**src/rtl/lpd_pkg.sv**
```systemverilog
package lpd_pkg;

    localparam int BYTE_W    = 8;
    localparam int LEN_W     = 7;
    localparam int HDR_BYTES = 2;

    // Work handed from the front to the back: one error result, or one
    // buffered packet in the given bank.
    typedef struct packed {
        logic             err;
        logic             bank;
        logic [LEN_W-1:0] len;
    } t_cmd;

    // Back tells the front that a bank has been fully drained.
    typedef struct packed {
        logic valid;
        logic bank;
    } t_release;

endpackage

```
**src/rtl/lpd_if.sv**
```systemverilog
interface lpd_in_if;
    logic                      valid;
    logic                      ready;
    logic [lpd_pkg::BYTE_W-1:0] rx_byte;

    modport source (output valid, output rx_byte, input ready);
    modport sink   (input valid, input rx_byte, output ready);
endinterface

interface lpd_out_if;
    logic                       valid;
    logic                       ready;
    logic [lpd_pkg::BYTE_W-1:0] packet_byte;
    logic                       packet_last;
    logic [lpd_pkg::LEN_W-1:0]  packet_length;
    logic                       status;

    modport source (output valid, output packet_byte, output packet_last,
                    output packet_length, output status, input ready);
    modport sink   (input valid, input packet_byte, input packet_last,
                    input packet_length, input status, output ready);
endinterface

```
**src/rtl/lpd_cmd_fifo.sv**
```systemverilog
module lpd_cmd_fifo (
    input  logic          i_clk,
    input  logic          i_rst_n,
    input  logic          i_push,
    input  lpd_pkg::t_cmd i_cmd,
    output logic          o_full,
    input  logic          i_pop,
    output lpd_pkg::t_cmd o_cmd,
    output logic          o_empty
);
    import lpd_pkg::*;

    localparam int DEPTH = 2;

    t_cmd                         r_q [DEPTH];
    logic                         r_wp;
    logic                         r_rp;
    logic [$clog2(DEPTH+1)-1:0]   r_cnt;

    assign o_full  = (r_cnt == ($clog2(DEPTH+1))'(DEPTH));
    assign o_empty = (r_cnt == '0);
    assign o_cmd   = r_q[r_rp];

    always_ff @(posedge i_clk) begin
        if (i_push) begin
            r_q[r_wp] <= i_cmd;
        end
    end

    always_ff @(posedge i_clk) begin
        if (!i_rst_n) begin
            r_wp  <= 1'b0;
            r_rp  <= 1'b0;
            r_cnt <= '0;
        end else begin
            if (i_push) begin
                r_wp <= ~r_wp;
            end
            if (i_pop) begin
                r_rp <= ~r_rp;
            end
            case ({i_push, i_pop})
                2'b10:   r_cnt <= r_cnt + 1'b1;
                2'b01:   r_cnt <= r_cnt - 1'b1;
                default: r_cnt <= r_cnt;
            endcase
        end
    end

`ifndef ASSERT_OFF
    a_no_overflow: assert property (@(posedge i_clk) disable iff (!i_rst_n)
        o_full |-> !i_push || i_pop)
        else $error("command queue overflow");
    a_no_underflow: assert property (@(posedge i_clk) disable iff (!i_rst_n)
        i_pop |-> !o_empty)
        else $error("command queue underflow");
    a_count_range: assert property (@(posedge i_clk) disable iff (!i_rst_n)
        r_cnt <= ($clog2(DEPTH+1))'(DEPTH))
        else $error("command queue count out of range");
`endif

endmodule

```
**src/rtl/lpd_front.sv**
```systemverilog
module lpd_front #(
    parameter  int STORE_BYTES = 64,
    localparam int AW          = $clog2(STORE_BYTES)
) (
    input  logic                       i_clk,
    input  logic                       i_rst_n,
    lpd_in_if.sink                     i_in,
    output logic                       o_push,
    output lpd_pkg::t_cmd              o_cmd,
    input  logic                       i_full,
    input  lpd_pkg::t_release          i_rel,
    output logic                       o_wr_en,
    output logic [AW:0]                o_wr_addr,
    output logic [lpd_pkg::BYTE_W-1:0] o_wr_data
);
    import lpd_pkg::*;

    logic [LEN_W-1:0]  r_fill, n_fill;
    logic [LEN_W-1:0]  r_len, n_len;
    logic [BYTE_W-1:0] r_hi;
    logic              r_err, n_err;
    logic              r_wbank, n_wbank;
    logic [1:0]        r_busy, n_busy;

    logic              accept;
    logic [2*BYTE_W-1:0] hdr_len;
    logic              len_bad;
    logic [LEN_W-1:0]  fill_nx;

    assign i_in.ready = !i_full && !r_busy[r_wbank];
    assign accept     = i_in.valid && i_in.ready;
    assign hdr_len    = {r_hi, i_in.rx_byte};
    assign len_bad    = (hdr_len > (2*BYTE_W)'(STORE_BYTES))
                     || (hdr_len < (2*BYTE_W)'(HDR_BYTES));
    assign fill_nx    = r_fill + 1'b1;

    assign o_wr_en   = accept && !r_err;
    assign o_wr_addr = {r_wbank, r_fill[AW-1:0]};
    assign o_wr_data = i_in.rx_byte;

    always_comb begin
        n_fill     = r_fill;
        n_len      = r_len;
        n_err      = r_err;
        n_wbank    = r_wbank;
        o_push     = 1'b0;
        o_cmd.err  = 1'b0;
        o_cmd.bank = r_wbank;
        o_cmd.len  = r_len;
        if (accept) begin
            if (r_err) begin
                o_push    = 1'b1;
                o_cmd.err = 1'b1;
            end else if (r_fill == '0) begin
                n_fill = fill_nx;
            end else if (r_fill == LEN_W'(1)) begin
                if (len_bad) begin
                    // Bad header: go sticky and report once for this byte
                    n_err     = 1'b1;
                    o_push    = 1'b1;
                    o_cmd.err = 1'b1;
                end else if (hdr_len == (2*BYTE_W)'(HDR_BYTES)) begin
                    // Header-only packet completes right here
                    o_push    = 1'b1;
                    o_cmd.len = LEN_W'(HDR_BYTES);
                    n_fill    = '0;
                    n_wbank   = ~r_wbank;
                end else begin
                    n_len  = hdr_len[LEN_W-1:0];
                    n_fill = fill_nx;
                end
            end else if (fill_nx == r_len) begin
                o_push  = 1'b1;
                n_fill  = '0;
                n_wbank = ~r_wbank;
            end else begin
                n_fill = fill_nx;
            end
        end
    end

    always_comb begin
        n_busy = r_busy;
        if (i_rel.valid) begin
            n_busy[i_rel.bank] = 1'b0;
        end
        if (o_push && !o_cmd.err) begin
            n_busy[r_wbank] = 1'b1;
        end
    end

    always_ff @(posedge i_clk) begin
        if (accept && !r_err && r_fill == '0) begin
            r_hi <= i_in.rx_byte;
        end
    end

    always_ff @(posedge i_clk) begin
        if (!i_rst_n) begin
            r_fill  <= '0;
            r_len   <= '0;
            r_err   <= 1'b0;
            r_wbank <= 1'b0;
            r_busy  <= '0;
        end else begin
            r_fill  <= n_fill;
            r_len   <= n_len;
            r_err   <= n_err;
            r_wbank <= n_wbank;
            r_busy  <= n_busy;
        end
    end

`ifndef ASSERT_OFF
    a_err_sticky: assert property (@(posedge i_clk) disable iff (!i_rst_n)
        r_err |=> r_err)
        else $error("framing error cleared without reset");
    a_push_on_transfer: assert property (@(posedge i_clk) disable iff (!i_rst_n)
        o_push |-> accept)
        else $error("command pushed without an input transfer");
    a_release_busy: assert property (@(posedge i_clk) disable iff (!i_rst_n)
        i_rel.valid |-> r_busy[i_rel.bank])
        else $error("release of a bank that is not in use");
    a_fill_below_len: assert property (@(posedge i_clk) disable iff (!i_rst_n)
        (!r_err && r_fill >= LEN_W'(HDR_BYTES)) |-> (r_fill < r_len))
        else $error("fill count passed the frame length");
`endif

endmodule

```
**src/rtl/lpd_back.sv**
```systemverilog
module lpd_back #(
    parameter  int STORE_BYTES = 64,
    localparam int AW          = $clog2(STORE_BYTES)
) (
    input  logic                       i_clk,
    input  logic                       i_rst_n,
    input  logic                       i_wr_en,
    input  logic [AW:0]                i_wr_addr,
    input  logic [lpd_pkg::BYTE_W-1:0] i_wr_data,
    input  lpd_pkg::t_cmd              i_cmd,
    input  logic                       i_empty,
    output logic                       o_pop,
    output lpd_pkg::t_release          o_rel,
    lpd_out_if.source                  o_out
);
    import lpd_pkg::*;

    localparam int MEM_DEPTH = 2 * (1 << AW);

    typedef enum logic [1:0] {S_IDLE, S_READ, S_SEND} t_state;

    logic [BYTE_W-1:0] r_mem [MEM_DEPTH];
    logic [BYTE_W-1:0] r_rdata;

    t_state            r_state;
    logic              r_bank;
    logic [LEN_W-1:0]  r_len;
    logic [LEN_W-1:0]  r_idx;
    logic              r_is_err;
    logic              r_valid;
    logic [BYTE_W-1:0] r_byte;
    logic              r_last;
    logic [LEN_W-1:0]  r_plen;
    logic              r_status;

    logic              rd_en;
    logic [AW:0]       rd_addr;
    logic              sent;
    logic [LEN_W-1:0]  idx_nx;

    assign sent   = (r_state == S_SEND) && o_out.ready;
    assign idx_nx = r_idx + 1'b1;
    assign o_pop  = (r_state == S_IDLE) && !i_empty;

    assign o_rel.valid = sent && !r_is_err && r_last;
    assign o_rel.bank  = r_bank;

    assign o_out.valid         = r_valid;
    assign o_out.packet_byte   = r_byte;
    assign o_out.packet_last   = r_last;
    assign o_out.packet_length = r_plen;
    assign o_out.status        = r_status;

    always_comb begin
        rd_en   = 1'b0;
        rd_addr = {r_bank, idx_nx[AW-1:0]};
        if (o_pop && !i_cmd.err) begin
            rd_en   = 1'b1;
            rd_addr = {i_cmd.bank, {AW{1'b0}}};
        end else if (sent && !r_is_err && !r_last) begin
            rd_en = 1'b1;
        end
    end

    always_ff @(posedge i_clk) begin
        if (i_wr_en) begin
            r_mem[i_wr_addr] <= i_wr_data;
        end
        if (rd_en) begin
            r_rdata <= r_mem[rd_addr];
        end
    end

    always_ff @(posedge i_clk) begin
        if (!i_rst_n) begin
            r_state  <= S_IDLE;
            r_valid  <= 1'b0;
            r_is_err <= 1'b0;
            r_bank   <= 1'b0;
            r_len    <= '0;
            r_idx    <= '0;
            r_last   <= 1'b0;
        end else begin
            case (r_state)
                S_IDLE: begin
                    if (o_pop) begin
                        r_is_err <= i_cmd.err;
                        if (i_cmd.err) begin
                            r_valid  <= 1'b1;
                            r_byte   <= '0;
                            r_last   <= 1'b1;
                            r_plen   <= '0;
                            r_status <= 1'b1;
                            r_state  <= S_SEND;
                        end else begin
                            r_bank  <= i_cmd.bank;
                            r_len   <= i_cmd.len;
                            r_idx   <= '0;
                            r_state <= S_READ;
                        end
                    end
                end
                S_READ: begin
                    r_valid  <= 1'b1;
                    r_byte   <= r_rdata;
                    r_last   <= (idx_nx == r_len);
                    r_plen   <= r_len;
                    r_status <= 1'b0;
                    r_state  <= S_SEND;
                end
                S_SEND: begin
                    if (o_out.ready) begin
                        r_valid <= 1'b0;
                        if (r_is_err || r_last) begin
                            r_state <= S_IDLE;
                        end else begin
                            r_idx   <= idx_nx;
                            r_state <= S_READ;
                        end
                    end
                end
                default: begin
                    r_state <= S_IDLE;
                    r_valid <= 1'b0;
                end
            endcase
        end
    end

`ifndef ASSERT_OFF
    a_valid_in_send: assert property (@(posedge i_clk) disable iff (!i_rst_n)
        r_valid == (r_state == S_SEND))
        else $error("output valid out of step with the sequencer");
    a_err_result_form: assert property (@(posedge i_clk) disable iff (!i_rst_n)
        (r_valid && r_status) |-> (r_last && r_plen == '0 && r_byte == '0))
        else $error("malformed error result");
    a_idx_in_packet: assert property (@(posedge i_clk) disable iff (!i_rst_n)
        (r_state != S_IDLE && !r_is_err) |-> (r_idx < r_len))
        else $error("read index beyond packet length");
`endif

endmodule

```
**src/rtl/length_prefix_packet_deframer_core.sv**
```systemverilog
// Length-prefixed packet deframer. Each packet on i_in opens with a 16-bit
// big-endian total length that counts its own two bytes; once the last byte
// of a packet is in, the whole packet (header included) leaves on o_out, one
// byte per transfer, with packet_last on the final byte and packet_length on
// every byte. A header length above STORE_BYTES or below 2 sets a sticky
// framing error: from then on each input byte yields one result with status
// 1, packet_last 1 and the other fields 0, until reset. The front takes one
// byte per cycle into one of two packet banks; it stalls only while the bank
// it would fill is still draining or the two-entry command queue is full.
// The back sends the stored bytes one at a time, each through a registered
// memory read and then the output register, and reads no new byte until
// the last one is accepted; the drain rate bounds sustained throughput.
// No clearing pass follows reset.
module length_prefix_packet_deframer_core #(
    parameter int STORE_BYTES = 64
) (
    input  logic      i_clk,
    input  logic      i_rst_n,
    lpd_in_if.sink    i_in,
    lpd_out_if.source o_out
);
    import lpd_pkg::*;

    localparam int AW = $clog2(STORE_BYTES);

    logic              push;
    logic              pop;
    logic              full;
    logic              empty;
    t_cmd              push_cmd;
    t_cmd              head_cmd;
    t_release          rel;
    logic              wr_en;
    logic [AW:0]       wr_addr;
    logic [BYTE_W-1:0] wr_data;

    lpd_front #(.STORE_BYTES(STORE_BYTES)) u_front (
        .i_clk     (i_clk),
        .i_rst_n   (i_rst_n),
        .i_in      (i_in),
        .o_push    (push),
        .o_cmd     (push_cmd),
        .i_full    (full),
        .i_rel     (rel),
        .o_wr_en   (wr_en),
        .o_wr_addr (wr_addr),
        .o_wr_data (wr_data)
    );

    lpd_cmd_fifo u_fifo (
        .i_clk   (i_clk),
        .i_rst_n (i_rst_n),
        .i_push  (push),
        .i_cmd   (push_cmd),
        .o_full  (full),
        .i_pop   (pop),
        .o_cmd   (head_cmd),
        .o_empty (empty)
    );

    lpd_back #(.STORE_BYTES(STORE_BYTES)) u_back (
        .i_clk     (i_clk),
        .i_rst_n   (i_rst_n),
        .i_wr_en   (wr_en),
        .i_wr_addr (wr_addr),
        .i_wr_data (wr_data),
        .i_cmd     (head_cmd),
        .i_empty   (empty),
        .o_pop     (pop),
        .o_rel     (rel),
        .o_out     (o_out)
    );

endmodule

```
**src/flat_wrapper.sv**
```systemverilog
// flat-port wrapper written by rule: the top's interface ports become plain ports
module length_prefix_packet_deframer_core_flat import lpd_pkg::*;
#(
    parameter int STORE_BYTES = 64
)
  (i_clk, i_rst_n, i_in_valid, i_in_rx_byte, i_in_ready, o_out_valid, o_out_packet_byte, o_out_packet_last, o_out_packet_length, o_out_status, o_out_ready);
  lpd_in_if i_in_i ();
  lpd_out_if o_out_i ();
  input  logic i_clk;
  input  logic i_rst_n;
  input wire logic [$bits(i_in_i.valid)-1:0] i_in_valid;
  input wire logic [$bits(i_in_i.rx_byte)-1:0] i_in_rx_byte;
  output wire logic [$bits(i_in_i.ready)-1:0] i_in_ready;
  output wire logic [$bits(o_out_i.valid)-1:0] o_out_valid;
  output wire logic [$bits(o_out_i.packet_byte)-1:0] o_out_packet_byte;
  output wire logic [$bits(o_out_i.packet_last)-1:0] o_out_packet_last;
  output wire logic [$bits(o_out_i.packet_length)-1:0] o_out_packet_length;
  output wire logic [$bits(o_out_i.status)-1:0] o_out_status;
  input wire logic [$bits(o_out_i.ready)-1:0] o_out_ready;
  assign i_in_i.valid = i_in_valid;
  assign i_in_i.rx_byte = i_in_rx_byte;
  assign i_in_ready = i_in_i.ready;
  assign o_out_valid = o_out_i.valid;
  assign o_out_packet_byte = o_out_i.packet_byte;
  assign o_out_packet_last = o_out_i.packet_last;
  assign o_out_packet_length = o_out_i.packet_length;
  assign o_out_status = o_out_i.status;
  assign o_out_i.ready = o_out_ready;
  length_prefix_packet_deframer_core #(.STORE_BYTES(STORE_BYTES)) u_core (.i_clk(i_clk), .i_rst_n(i_rst_n), .i_in(i_in_i), .o_out(o_out_i));
endmodule
```
**config.mk**
```make
export PLATFORM = sky130hd
export DESIGN_NAME = length_prefix_packet_deframer_core_flat
export DESIGN_NICKNAME = d
export VERILOG_FILES = /design/src/rtl/lpd_pkg.sv /design/src/rtl/lpd_if.sv /design/src/rtl/lpd_cmd_fifo.sv /design/src/rtl/lpd_front.sv /design/src/rtl/lpd_back.sv /design/src/rtl/length_prefix_packet_deframer_core.sv /design/src/flat_wrapper.sv
export SDC_FILE = /design/constraint.sdc
export NUM_CORES = 1
export LEC_CHECK = 0
export ABC_CLOCK_PERIOD_IN_PS = 3000
export BUFFER_PORTS_ARGS = -buffer_cell sky130_fd_sc_hd__buf_2
export CORE_ASPECT_RATIO = 1.75
export CORE_UTILIZATION = 26
export CTS_CLUSTER_DIAMETER = 100
export DETAILED_ROUTE_END_ITERATION = 10
export GPL_ROUTABILITY_DRIVEN = 0
export GPL_TIMING_DRIVEN = 0
export PLACE_DENSITY = 0.4
export RECOVER_POWER = 50
export SYNTH_ARGS = -nofsm -noshare
export SYNTH_HDL_FRONTEND = slang
export SYNTH_SLANG_ARGS = --single-unit
```
**constraint.sdc**
```tcl
create_clock -name i_clk -period 3 [get_ports i_clk]
set_input_delay 0.6 -clock i_clk [delete_from_list [all_inputs] [get_ports i_clk]]
set_output_delay 0.6 -clock i_clk [all_outputs]
set_load 0.1 [all_outputs]
```
==> summary.txt <==
Pwr
  – Gate power share: 29.3%
  – Switch share: roughly 35%
  – Power per cell area: 752 nW/um^2
  – Clock share of power: 31.4%
  – Net switching power of the design: about 0.016 W
  – Internal portion of total power: 0.0295 W
  – Largest voltage drop on the vdd net: approximately 0.47 mV
  – Sequential share of power: 39.3%
  – Leakage power figure: 18.5 nW

Global routing
  – All-layer global routing usage: 27.5%
  – Number of antenna violations at the first check in global routing: 20
  – Via count of the first global-routing pass: 31,000
  – Global-route wire length before repair: 318,000 um
  – Largest net degree at the start of global routing: ~110
  – Leftover overflow at the end of global routing: 0

STA
  – Final setup violation count: 96
  – Post-layout worst setup margin: -0.606 ns
  – Worst Hold Slack: 0.189 ns
  – RSZ-0062 raised after global routing: true
  – Aggregate negative setup slack: -14.97 ns
  – Achievable clock frequency: roughly 280 MHz
  – Minimum period implied by the final worst setup slack: 3.61 ns
  – Worst clock skew: 0.0361 ns
  – Final period util: 120%
  – Max Transition Viols Final: 169
  – Slew at the pin with the worst max-slew slack: 2.34 ns
  – Number of failing hold endpoints at the final stage: 0
  – Max-Slew Margin vs Limit: -56.3%

Critical path
  – Element type at the critical path start: register
  – Launch point of the worst path: u_core.u_back.r_idx[0]$_SDFFE_PN0P_
  – Data required time of the critical path: 3.30 ns
  – Buf+Inv Stages, Crit Path: 3
  – Endpoint of the worst register-to-register path: u_core.u_back.r_rdata[7]$_DFFE_PP_
  – CP cell instances: ha_4 -> xor2_4 -> buf_12 -> buf_16 -> buf_16 -> mux4_2 -> nor2_4 -> nor3_2 -> a221o_2 -> o2111ai_4 -> nand4_1
  – Reg-to-reg slack, setup: -0.61 ns
  – Reg-to-Reg Start: u_core.u_back.r_idx[0]$_SDFFE_PN0P_
  – Largest incremental delay on the critical path: 0.53 ns
  – Worst Reg-to-Reg Cells: 11
  – Critical path class: reg2reg
  – Arrival time of data at the critical path endpoint: 3.90 ns
  – Worst-path cell with the longest stage delay: sky130_fd_sc_hd__nand4_1
  – Timing endpoint of the critical path: u_core.u_back.r_rdata[7]$_DFFE_PP_
  – Endpoint type of the worst setup path: register
  – Most Frequent Cell on Critical Path: sky130_fd_sc_hd__buf_16
  – Worst-path fanout max: 7
  – Number of stages on the worst setup path: 11
  – Family with the most delay on the worst path: simple AND/OR/NAND/NOR gates

Detailed routing
  – Remaining antenna violation count: 0
  – WL/cell: between 40 and 50 um
  – Count of TritonRoute iterations in the first routing pass: 8
  – Vias after detailed routing: 32,900
  – Remaining routing DRC violations: 0
  – Avg Vias per Cell: 5.72
  – Iteration-0 DRC Markers: 4,433
  – Post-detailed-routing wire length: 250,000 um

Synth
  – Sequential area share after synthesis: 72.3%
  – Number of distinct library cell variants in the gate-level netlist after synthesis: 99
  – Dominant register cell in the synthesized netlist: sky130_fd_sc_hd__edfxtp_1
  – Share of synthesized flip-flops with an asynchronous set or reset: 0%
  – Yosys warnings: 0
  – Count of flip-flops with a built-in enable after synthesis: 1,074
  – Nets in the synthesized netlist: 3,029
  – Count of mapped cells out of synthesis: 3,012
  – Netlist area before placement: around 46,000 um^2
  – Syn avg cell area: 15.2 um^2
  – Number of synthesized register bits: 1,117

Floorplan
  – Total number of placement rows: roughly 200
  – Initial standard-cell utilization of the core: 26.2%
  – Area enclosed by the die boundary: 178,000 um^2
  – Placeable core region: 175,000 um^2
  – Number of top-level pins: 31
  – Die height: 557 um
  – Die width: roughly 320 um

Clock tree
  – Number of hold-repair buffers added at the cts stage: 0
  – Worst-Skew Late Latency: 0.77 ns
  – CTS root buffer: sky130_fd_sc_hd__clkbuf_16
  – Number of clock buffers inserted by TritonCTS: roughly 100
  – H-tree levels: 3
  – Clock-pin transition on the worst setup and hold timing paths: 0.07 ns
  – Clock tree from TritonCTS: yes
  – CTS sink cnt: between 1,000 and 1,500
  – Max clock buf depth: 3

Hold path
  – Depth of the worst hold-timing path: 3
  – HP Class: in2reg

Cells and area
  – Share of cells above drive strength 1: 30.3%
  – Growth of design area from synthesis to finish: 30.9%
  – Final-stage net count: 3,427
  – Final cell count without fillers: 5,758

Status
  – Violations in the final reports: capacitance limit, slew limit, setup timing
  – Status: finished with violations

Place
  – DP Cell Count: 5,313
  – Number of buffers added on ports: 29
  – Final HPWL from detailed placement: 168,000 um

Job
  – Count of maximum capacitance violations: 3
==> cell families after synthesis <==
group / after synthesis / synth area share [%]
multiplexers: 275 / 6.83
buffers and inverters: 232 / 2.46
adder cells (fa/ha/maj): 5 / 0.137
XOR/XNOR: 22 / 0.453
AND/OR/NAND/NOR: 691 / 7.02
AO/OA/AOI/OAI: 670 / 10.8
flip-flops: 1117 / 72.3
==> cell usage after synthesis, drive strengths merged, types with 25 or more instances <==
| master | number | area share [%] |
|---|---|---|
| edfxtp | 1074 | 70 |
| nor2 | 228 | 1.9 |
| mux2i | 202 | 4.4 |
| nand2 | 193 | 1.6 |
| buf | 142 | 1.7 |
| o21ai | 100 | 1.1 |
| o22ai | 98 | 1.3 |
| a21oi | 74 | 0.81 |
| clkbuf | 70 | 0.58 |
| nand3 | 51 | 0.56 |
| mux2 | 49 | 1.2 |
| dfxtp | 43 | 1.9 |
| o221ai | 43 | 0.82 |
| nor3 | 41 | 0.47 |
| or3 | 37 | 0.51 |
| a211oi | 36 | 0.60 |
| and2 | 33 | 0.45 |
| nor2b | 32 | 0.44 |
| o311ai | 32 | 0.70 |
| a31oi | 25 | 0.36 |
==> layout make-up <==
type	instances	area, um^2
fillers	16900	115000
flip-flops and latches	1117	33100
multi-input cells	1664	14100
plain buffers	204	3250
repair buffers	301	3120
well taps	2255	2820
clock buffers	110	2660
clock inverters	74	812
inverters	20	78.8
diodes	13	32.5
==> placed cells by master (no fill, tap or decap), types with 34 or more instances in the layout <==
master                         n
sky130_fd_sc_hd__buf_12       94
sky130_fd_sc_hd__clkbuf_16   112
sky130_fd_sc_hd__nor2_1      114
sky130_fd_sc_hd__or3_1        37
sky130_fd_sc_hd__buf_4       205
sky130_fd_sc_hd__mux2_2       45
sky130_fd_sc_hd__buf_16       42
sky130_fd_sc_hd__a21oi_1      56
sky130_fd_sc_hd__nand2_1     185
sky130_fd_sc_hd__nor2_2       35
sky130_fd_sc_hd__mux2i_1     189
sky130_fd_sc_hd__edfxtp_1   1074
sky130_fd_sc_hd__nor2_4       79
sky130_fd_sc_hd__dfxtp_1      34
sky130_fd_sc_hd__o221ai_1     35
sky130_fd_sc_hd__o22ai_1      80
sky130_fd_sc_hd__buf_6        52
sky130_fd_sc_hd__nand3_1      39
sky130_fd_sc_hd__o21ai_0      77
==> power groups by stage <==
stage / Clock, W / Sequential (W) / Combinational, W
3_5_place_dp: 0 / 0.0180 / 0.00925
4_1_cts: 0.0142 / 0.0177 / 0.0114
6_report: 0.0142 / 0.0177 / 0.0132
2_1_floorplan: 0 / 0.0183 / 0.00373
3_3_place_gp: 0 / 0.0180 / 0.00918
5_1_grt: 0.0148 / 0.0177 / 0.0130
==> per-layer routing <==
layer | routed length [um] | GRT usage [%]
met5 | 34 | 0
met1 | 80000 | 28.0
met2 | 119000 | 45.6
met4 | 30900 | 28.2
met3 | 20000 | 6.23
==> registers in the layout (all words and copies together), names as in the netlist, named ones only <==
signal,cells
u_core.u_back.o_out.packet_byte,8
u_core.u_back.o_out.packet_last,1
u_core.u_back.o_out.packet_length,7
u_core.u_back.o_out.status,1
u_core.u_back.o_out.valid,1
u_core.u_back.r_bank,1
u_core.u_back.r_idx,7
u_core.u_back.r_is_err,1
u_core.u_back.r_len,7
u_core.u_back.r_mem,1024
u_core.u_back.r_rdata,8
u_core.u_back.r_state,2
u_core.u_fifo.r_cnt,2
u_core.u_fifo.r_q,18
u_core.u_fifo.r_rp,1
u_core.u_fifo.r_wp,1
u_core.u_front.r_busy,2
u_core.u_front.r_err,1
u_core.u_front.r_fill,7
u_core.u_front.r_hi,8
u_core.u_front.r_len,7
u_core.u_front.r_wbank,1
==> worst min path at each step <==
stage | to | from
2_1_floorplan | u_core.u_fifo.r_wp$_SDFFE_PN0N_ | u_core.u_fifo.r_wp$_SDFFE_PN0N_
3_3_place_gp | u_core.u_fifo.r_wp$_SDFFE_PN0N_ | u_core.u_fifo.r_wp$_SDFFE_PN0N_
3_5_place_dp | u_core.u_fifo.r_wp$_SDFFE_PN0N_ | u_core.u_fifo.r_wp$_SDFFE_PN0N_
4_1_cts | u_core.u_back.r_state[1]$_SDFFE_PN0P_ | o_out_ready
5_1_grt | u_core.u_back.r_state[1]$_SDFFE_PN0P_ | o_out_ready
6_report | u_core.u_back.r_state[1]$_SDFFE_PN0P_ | o_out_ready
==> tightest hold or removal path, delay by kind of cell <==
family	cells	cell delay, ns
buffers and inverters	1	0.11
AO/OA/AOI/OAI	1	0.15
AND/OR/NAND/NOR	1	0.05
==> what timing repair did <==
action                                   CTS  global route
endpoints found under the setup margin  1100          1001
resized for setup                        867           303
setup buffers                            128           123
gates cloned                               3             2
pin swaps                                 79            85
endpoints found under the hold margin      0             0
==> per-stage QoR <==
| step | cell area, um^2 | total power [W] | util, % | worst slack, ns |
|---|---|---|---|---|
| global route | 59900 | 0.0455 | 34.3 | -0.525 |
| detailed placement | 49200 | 0.0273 | 28.2 | -3.63 |
| floorplan | 45800 | 0.0220 | - | 0.0354 |
| global placement | 48800 | 0.0272 | 27.9 | -3.65 |
| CTS | 57300 | 0.0433 | 32.8 | -0.554 |
| finish | 60000 | 0.0451 | 34.3 | -0.606 |
Power figures use the tool's default switching activity.
